<file path="config.mk">
export PLATFORM = sky130hd
export DESIGN_NAME = tcw_ctrl
export DESIGN_NICKNAME = d
export VERILOG_FILES = /design/src/hdl/tcw_pkg.sv /design/src/hdl/tcw_ctrl.sv
export SDC_FILE = /design/constraint.sdc
export NUM_CORES = 1
export LEC_CHECK = 0
export BUFFER_PORTS_ARGS = -buffer_cell sky130_fd_sc_hd__buf_2
export CAP_MARGIN = 0
export CORE_AREA = 3 3 40 42
export CTS_BUF_LIST = sky130_fd_sc_hd__clkbuf_8
export DETAILED_ROUTE_END_ITERATION = 8
export DIE_AREA = 0 0 43 45
export PLACE_DENSITY = 0.69
export SYNTH_ARGS = -nofsm -noshare
export SYNTH_HDL_FRONTEND = slang
export SYNTH_SLANG_ARGS = --single-unit
</file>
<file path="constraint.sdc">
create_clock -name i_clk -period 1.1 [get_ports i_clk]
set_input_delay 0.22 -clock i_clk [delete_from_list [all_inputs] [get_ports i_clk]]
set_output_delay 0.22 -clock i_clk [all_outputs]
set_load 0.01 [all_outputs]
</file>
<file path="src/hdl/tcw_pkg.sv">
`timescale 1ns / 1ps
// Shared constants, codes and controller/datapath interface types for the
// text console character writer. No dependencies.
package tcw_pkg;

    // Default screen geometry and tab spacing
    localparam int COLUMNS_DEF  = 80;
    localparam int ROWS_DEF     = 25;
    localparam int TAB_STOP_DEF = 8;

    // Fixed port widths
    localparam int ACTION_W = 2;
    localparam int CHAR_W   = 8;
    localparam int RROW_W   = 5;
    localparam int RCOL_W   = 7;
    localparam int OFFS_W   = 11;
    localparam int CELL_W   = 16;
    localparam int ATTR_W   = 8;

    // Action codes
    localparam logic [ACTION_W-1:0] ACT_PUT   = 2'd0;
    localparam logic [ACTION_W-1:0] ACT_CLEAR = 2'd1;
    localparam logic [ACTION_W-1:0] ACT_READ  = 2'd2;

    // Character codes
    localparam logic [CHAR_W-1:0] CH_BS    = 8'h08;
    localparam logic [CHAR_W-1:0] CH_TAB   = 8'h09;
    localparam logic [CHAR_W-1:0] CH_LF    = 8'h0A;
    localparam logic [CHAR_W-1:0] CH_CR    = 8'h0D;
    localparam logic [CHAR_W-1:0] CH_SPACE = 8'h20;

    // Attribute after reset and the blank cell the screen holds after reset
    localparam logic [ATTR_W-1:0] ATTR_RESET  = 8'h0A;
    localparam logic [CELL_W-1:0] BLANK_RESET = {ATTR_RESET, CH_SPACE};

    // Commands from controller to datapath
    typedef struct packed {
        logic load;      // latch input word, clear result fields
        logic addr_zero; // sweep address to zero
        logic addr_inc;  // advance sweep address
        logic fill_we;   // write blank at sweep address
        logic fill_rst;  // blank uses the reset attribute
        logic copy_rd;   // read one row below sweep address for scroll copy
        logic put;       // store byte and move cursor
        logic home;      // cursor to row 0, column 0
        logic rd_cell;   // read the requested cell
        logic capt;      // capture read data into the result
    } t_cmd;

    // Status from datapath to controller
    typedef struct packed {
        logic fill_last;   // sweep address at last cell
        logic copy_last;   // sweep address at last copy target
        logic need_scroll; // current put runs past the bottom row
    } t_sts;

endpackage

</file>
<file path="src/hdl/tcw_ctrl.sv">
`timescale 1ns / 1ps
// Controller state machine for the text console character writer.
// Depends on tcw_pkg for action codes and the command/status types.
module tcw_ctrl (
    input  logic                         i_clk,
    input  logic                         i_rst_n,
    input  logic                         i_start,
    input  logic [tcw_pkg::ACTION_W-1:0] i_action,
    input  tcw_pkg::t_sts                i_sts,
    output tcw_pkg::t_cmd                o_cmd,
    output logic                         o_busy,
    output logic                         o_strobe
);

    localparam logic [3:0] S_INIT  = 4'd0;
    localparam logic [3:0] S_IDLE  = 4'd1;
    localparam logic [3:0] S_CLEAR = 4'd2;
    localparam logic [3:0] S_PUT   = 4'd3;
    localparam logic [3:0] S_COPY  = 4'd4;
    localparam logic [3:0] S_DRAIN = 4'd5;
    localparam logic [3:0] S_BLANK = 4'd6;
    localparam logic [3:0] S_READ  = 4'd7;
    localparam logic [3:0] S_CAPT  = 4'd8;
    localparam logic [3:0] S_DONE  = 4'd9;

    logic [3:0] r_state;
    logic [3:0] n_state;

    always_ff @(posedge i_clk) begin
        if (!i_rst_n) begin
            r_state <= S_INIT;
        end else begin
            r_state <= n_state;
        end
    end

    always_comb begin
        n_state = r_state;
        o_cmd   = '0;
        unique case (r_state)
            S_INIT: begin
                o_cmd.fill_we  = 1'b1;
                o_cmd.fill_rst = 1'b1;
                o_cmd.addr_inc = 1'b1;
                if (i_sts.fill_last) begin
                    n_state = S_IDLE;
                end
            end
            S_IDLE: begin
                if (i_start) begin
                    o_cmd.load = 1'b1;
                    unique case (i_action)
                        tcw_pkg::ACT_PUT:   n_state = S_PUT;
                        tcw_pkg::ACT_CLEAR: begin
                            o_cmd.addr_zero = 1'b1;
                            n_state         = S_CLEAR;
                        end
                        tcw_pkg::ACT_READ:  n_state = S_READ;
                        default:            n_state = S_DONE;
                    endcase
                end
            end
            S_CLEAR: begin
                o_cmd.fill_we  = 1'b1;
                o_cmd.addr_inc = 1'b1;
                if (i_sts.fill_last) begin
                    o_cmd.home = 1'b1;
                    n_state    = S_DONE;
                end
            end
            S_PUT: begin
                o_cmd.put = 1'b1;
                if (i_sts.need_scroll) begin
                    o_cmd.addr_zero = 1'b1;
                    n_state         = S_COPY;
                end else begin
                    n_state = S_DONE;
                end
            end
            S_COPY: begin
                o_cmd.copy_rd  = 1'b1;
                o_cmd.addr_inc = 1'b1;
                if (i_sts.copy_last) begin
                    n_state = S_DRAIN;
                end
            end
            S_DRAIN: begin
                n_state = S_BLANK;
            end
            S_BLANK: begin
                o_cmd.fill_we  = 1'b1;
                o_cmd.addr_inc = 1'b1;
                if (i_sts.fill_last) begin
                    n_state = S_DONE;
                end
            end
            S_READ: begin
                o_cmd.rd_cell = 1'b1;
                n_state       = S_CAPT;
            end
            S_CAPT: begin
                o_cmd.capt = 1'b1;
                n_state    = S_DONE;
            end
            S_DONE: begin
                n_state = S_IDLE;
            end
            default: begin
                n_state = S_IDLE;
            end
        endcase
    end

    assign o_busy   = (r_state != S_IDLE);
    assign o_strobe = (r_state == S_DONE);

endmodule

</file>
==> Implementation_results.wiki <==
{| class="wikitable"
! Metric !! Value
|-
| Critical path startpoint || r_state[1]$_SDFFE_PN0P_
|-
| Vias || 633
|-
| Slack of the worst reg-to-reg path || -0.29 ns
|-
| Violations in the final reports || setup timing
|-
| Clock sink count || 4
|-
| Setup repair after global routing missed its margin || yes
|-
| Kind of critical path || register to output port
|-
| Global router's overall resource usage || 19.4%
|-
| Clock tree from TritonCTS || done
|-
| DRT Pass-1 Iters || 2
|-
| Share of total power in the clock network || 34.2%
|-
| Final GP Congestion || 0.836
|-
| Critical register-to-register path endpoint || r_state[2]$_SDFFE_PN0P_
|-
| Largest driver fanout on the critical path || 2
|-
| Internal power component || 631 µW
|-
| Worst-Margin Slew || 0.348 ns
|-
| Static power due to leakage || 0.000425 µW
|-
| Total Wirelength || 1800 µm
|-
| Combinational power share || 47.3%
|-
| Synthesized cell area || 482 µm²
|-
| Power dissipated by switching net loads || 306 µW
|-
| Layout Cells excl Fill || 118
|-
| Portion of total power attributed to sequential cells || 18.5%
|-
| Number of warnings printed during yosys synthesis || 0
|-
| Horizontal die dimension || 43 µm
|-
| Maximum Capacitance Violations || 0
|-
| CTS H-tree depth || 1
|-
| Source of the worst register-to-register timing path || r_state[1]$_SDFFE_PN0P_
|-
| Maximum number of pins on one net before global-route repair || 13
|-
| Run status || finished with violations
|-
| Final hold violation count || 0
|-
| Number of distinct library cells after synthesis || 33
|-
| First-pass GRT wire length || 2760 µm
|-
| Synthesis-to-layout area growth || 99.2%
|-
| Leading cell types in the layout, fill and taps excluded || buf_2 (18), buf_4 (16), buf_6 (12)
|-
| Area share of the largest cell type after synthesis || 16.6%
|-
| Area inside the core boundary || 1280 µm²
|-
| Power per cell area || 977 nW/µm²
|-
| Sequential area share after synthesis || 16.6%
|-
| Fmax achieved || 695 MHz
|-
| Effective utilization at floorplan || 37.5%
|-
| R2R cell count || 7
|-
| Area of the die || 1940 µm²
|-
| Initial antenna violation count || 0
|-
| Type of element capturing the critical path || output port
|-
| Minimum clock period || 1.44 ns
|-
| Startpoint of the most critical hold path || i_rst_n
|-
| Synth Area per Inst || 8.16 µm²
|-
| Required time of the critical path || 0.88 ns
|-
| Max reg flops || 4
|-
| Clock edge transition at the registers on the reported setup and hold paths || 0.03 ns
|-
| Maximum clock path buffer count || 2
|-
| Final worst path period share || 131%
|-
| Detailed Route Iter0 Violations || 4
|-
| Design Area, Final || 960 µm²
|-
| Cts bufs inserted || 3
|-
| Largest registers in the final layout || r_state: 4 flops
|-
| Total setup violations reported at the end of the flow || 16
|-
| Area contributors post-synth || dfxtp_1 (17%), buf_6 (9.4%), nor3b_1 (6.2%), nor2_1 (4.7%), nor3_2 (4.2%)
|-
| Main flop type after synthesis || dfxtp_1
|-
| Mapped Cells || 59
|-
| Post-synthesis async set-or-reset flop share || 0%
|-
| Instance count along the most critical hold path || 3
|-
| Antenna fix cells || 0
|-
| Final setup slack of the worst path || -0.338 ns
|-
| #FFs+latches synth || 4
|-
| Arrival time at the worst endpoint || 1.22 ns
|-
| Clock latency of the later-clocked register in the worst-skew pair || 0.22 ns
|-
| Master cell of the clock root buffer || clkbuf_8
|-
| Count of buffers from port buffering || 19
|-
| Hold slack final || 0.315 ns
|-
| Std cell rows || 13
|-
| Final standard cell utilization of the core || 74.7%
|-
| Fraction of power spent switching nets || 32.6%
|-
| Number of nets with antenna violations after routing || 0
|-
| Number of flops mapped to enable cells by yosys || 0
|-
| Crit start category || register
|-
| Biggest register || r_state
|-
| Cell accounting for the most synthesized area || dfxtp_1
|-
| Commonest non-fill, non-tap cell in the layout || buf_2
|-
| Net count of the finished layout || 113
|-
| Average vias per placed instance || 5.36
|-
| Detail-routed net length per standard cell || 15.2 µm
|-
| Pins Over Slew Limit || 0
|-
| Share of layout cells above drive strength 1 || 75.7%
|-
| Number of global-route vias before repair || 568
|-
| Drt drc || 0
|-
| Post-Synthesis Net Count || 67
|-
| Final clock skew || 0.00204 ns
|-
| Number of top-level design ports || 20
|-
| Area after detailed placement || 687 µm²
|-
| Total instance count after detailed placement || 103
|-
| Peak supply drop || 0.671 mV
|-
| Worst hold path type || input port to register
|-
| Rel. slew slack || 76.7%
|-
| Hold EP || r_state[3]$_SDFFE_PN0P_
|-
| Height of the die || 45 µm
|-
| DP Wirelength || 1060 µm
|-
| Total global routing overflow || 0
|}
-- layout make-up --
| cell class | instances | area [µm²] |
|---|---|---|
| clock buffer | 3 | 41.3 |
| multi-input combinational | 48 | 454 |
| inverter | 2 | 7.51 |
| timing repair buffer | 46 | 345 |
| tap | 15 | 18.8 |
| fill | 93 | 325 |
| sequential | 4 | 92.6 |
-- cells by family after synthesis --
family / after synthesis / synth area share [%]
simple gates: 34 / 47.3
buf+inv: 7 / 11.9
compound gates: 14 / 24.2
flops: 4 / 16.6
-- routing by layer --
layer | track usage [%] | vias up | part of all wire (%)
li1 | - | 309 | -
met3 | 7.97 | 7 | 5.8
met2 | 28.7 | 16 | 48
met4 | 9.64 | 0 | 2.0
met1 | 24.3 | 301 | 44
met5 | 0 | - | 0
-- worst max-delay path, stage by stage, from the launching register on --
cell and delay (ns):
dfxtp_2 0.32, buf_6 0.12, buf_4 0.12, buf_6 0.11, nor3_4 0.17, buf_2 0.16
-- synthesized netlist by cell type, types with 2 or more instances --
master    instances
nand2_1           5
a21oi_1           2
a31oi_1           2
nor3_1            2
buf_6             4
dfxtp_1           4
nor3_2            2
nor3b_1           4
and3_1            2
nand4b_1          2
nor4_1            3
nor2_1            6
-- worst max-delay path by stage --
stage / endpoint / slack [ns] / depth (start not counted)
6_report: o_cmd[0] / -0.34 / 5
5_1_grt: o_cmd[8] / -0.41 / 5
3_3_place_gp: r_state[2]$_SDFFE_PN0P_ / -0.18 / 4
3_5_place_dp: r_state[2]$_SDFFE_PN0P_ / -0.18 / 4
2_1_floorplan: o_cmd[2] / -0.05 / 2
4_1_cts: o_cmd[8] / -0.31 / 5
-- timing repair --
action / CTS / global route
gates cloned: 0 / 0
pin swaps: 14 / 9
hold endpoints to repair: 0 / 0
buffers inserted: 7 / 6
endpoints found under the setup margin: 16 / 16
resized for setup: 31 / 6
hold buffers: 0 / 0
-- power groups by stage --
stage	Clock, µW	Sequential (µW)	Combinational (µW)
4_1_cts	320	172	383
2_1_floorplan	0	168	192
3_5_place_dp	0	179	280
6_report	321	174	443
5_1_grt	336	175	471
3_3_place_gp	0	178	280
-- metrics by stage --
stage	total power [µW]	setup slack (ns)	TNS [ns]
after global placement	458	-0.185	-1.18
after global routing	982	-0.412	-4.76
final	937	-0.338	-3.88
after detailed placement	459	-0.184	-1.30
after floorplan	360	-0.0485	-0.111
after CTS	876	-0.315	-3.06
Power figures use the tool's default switching activity.
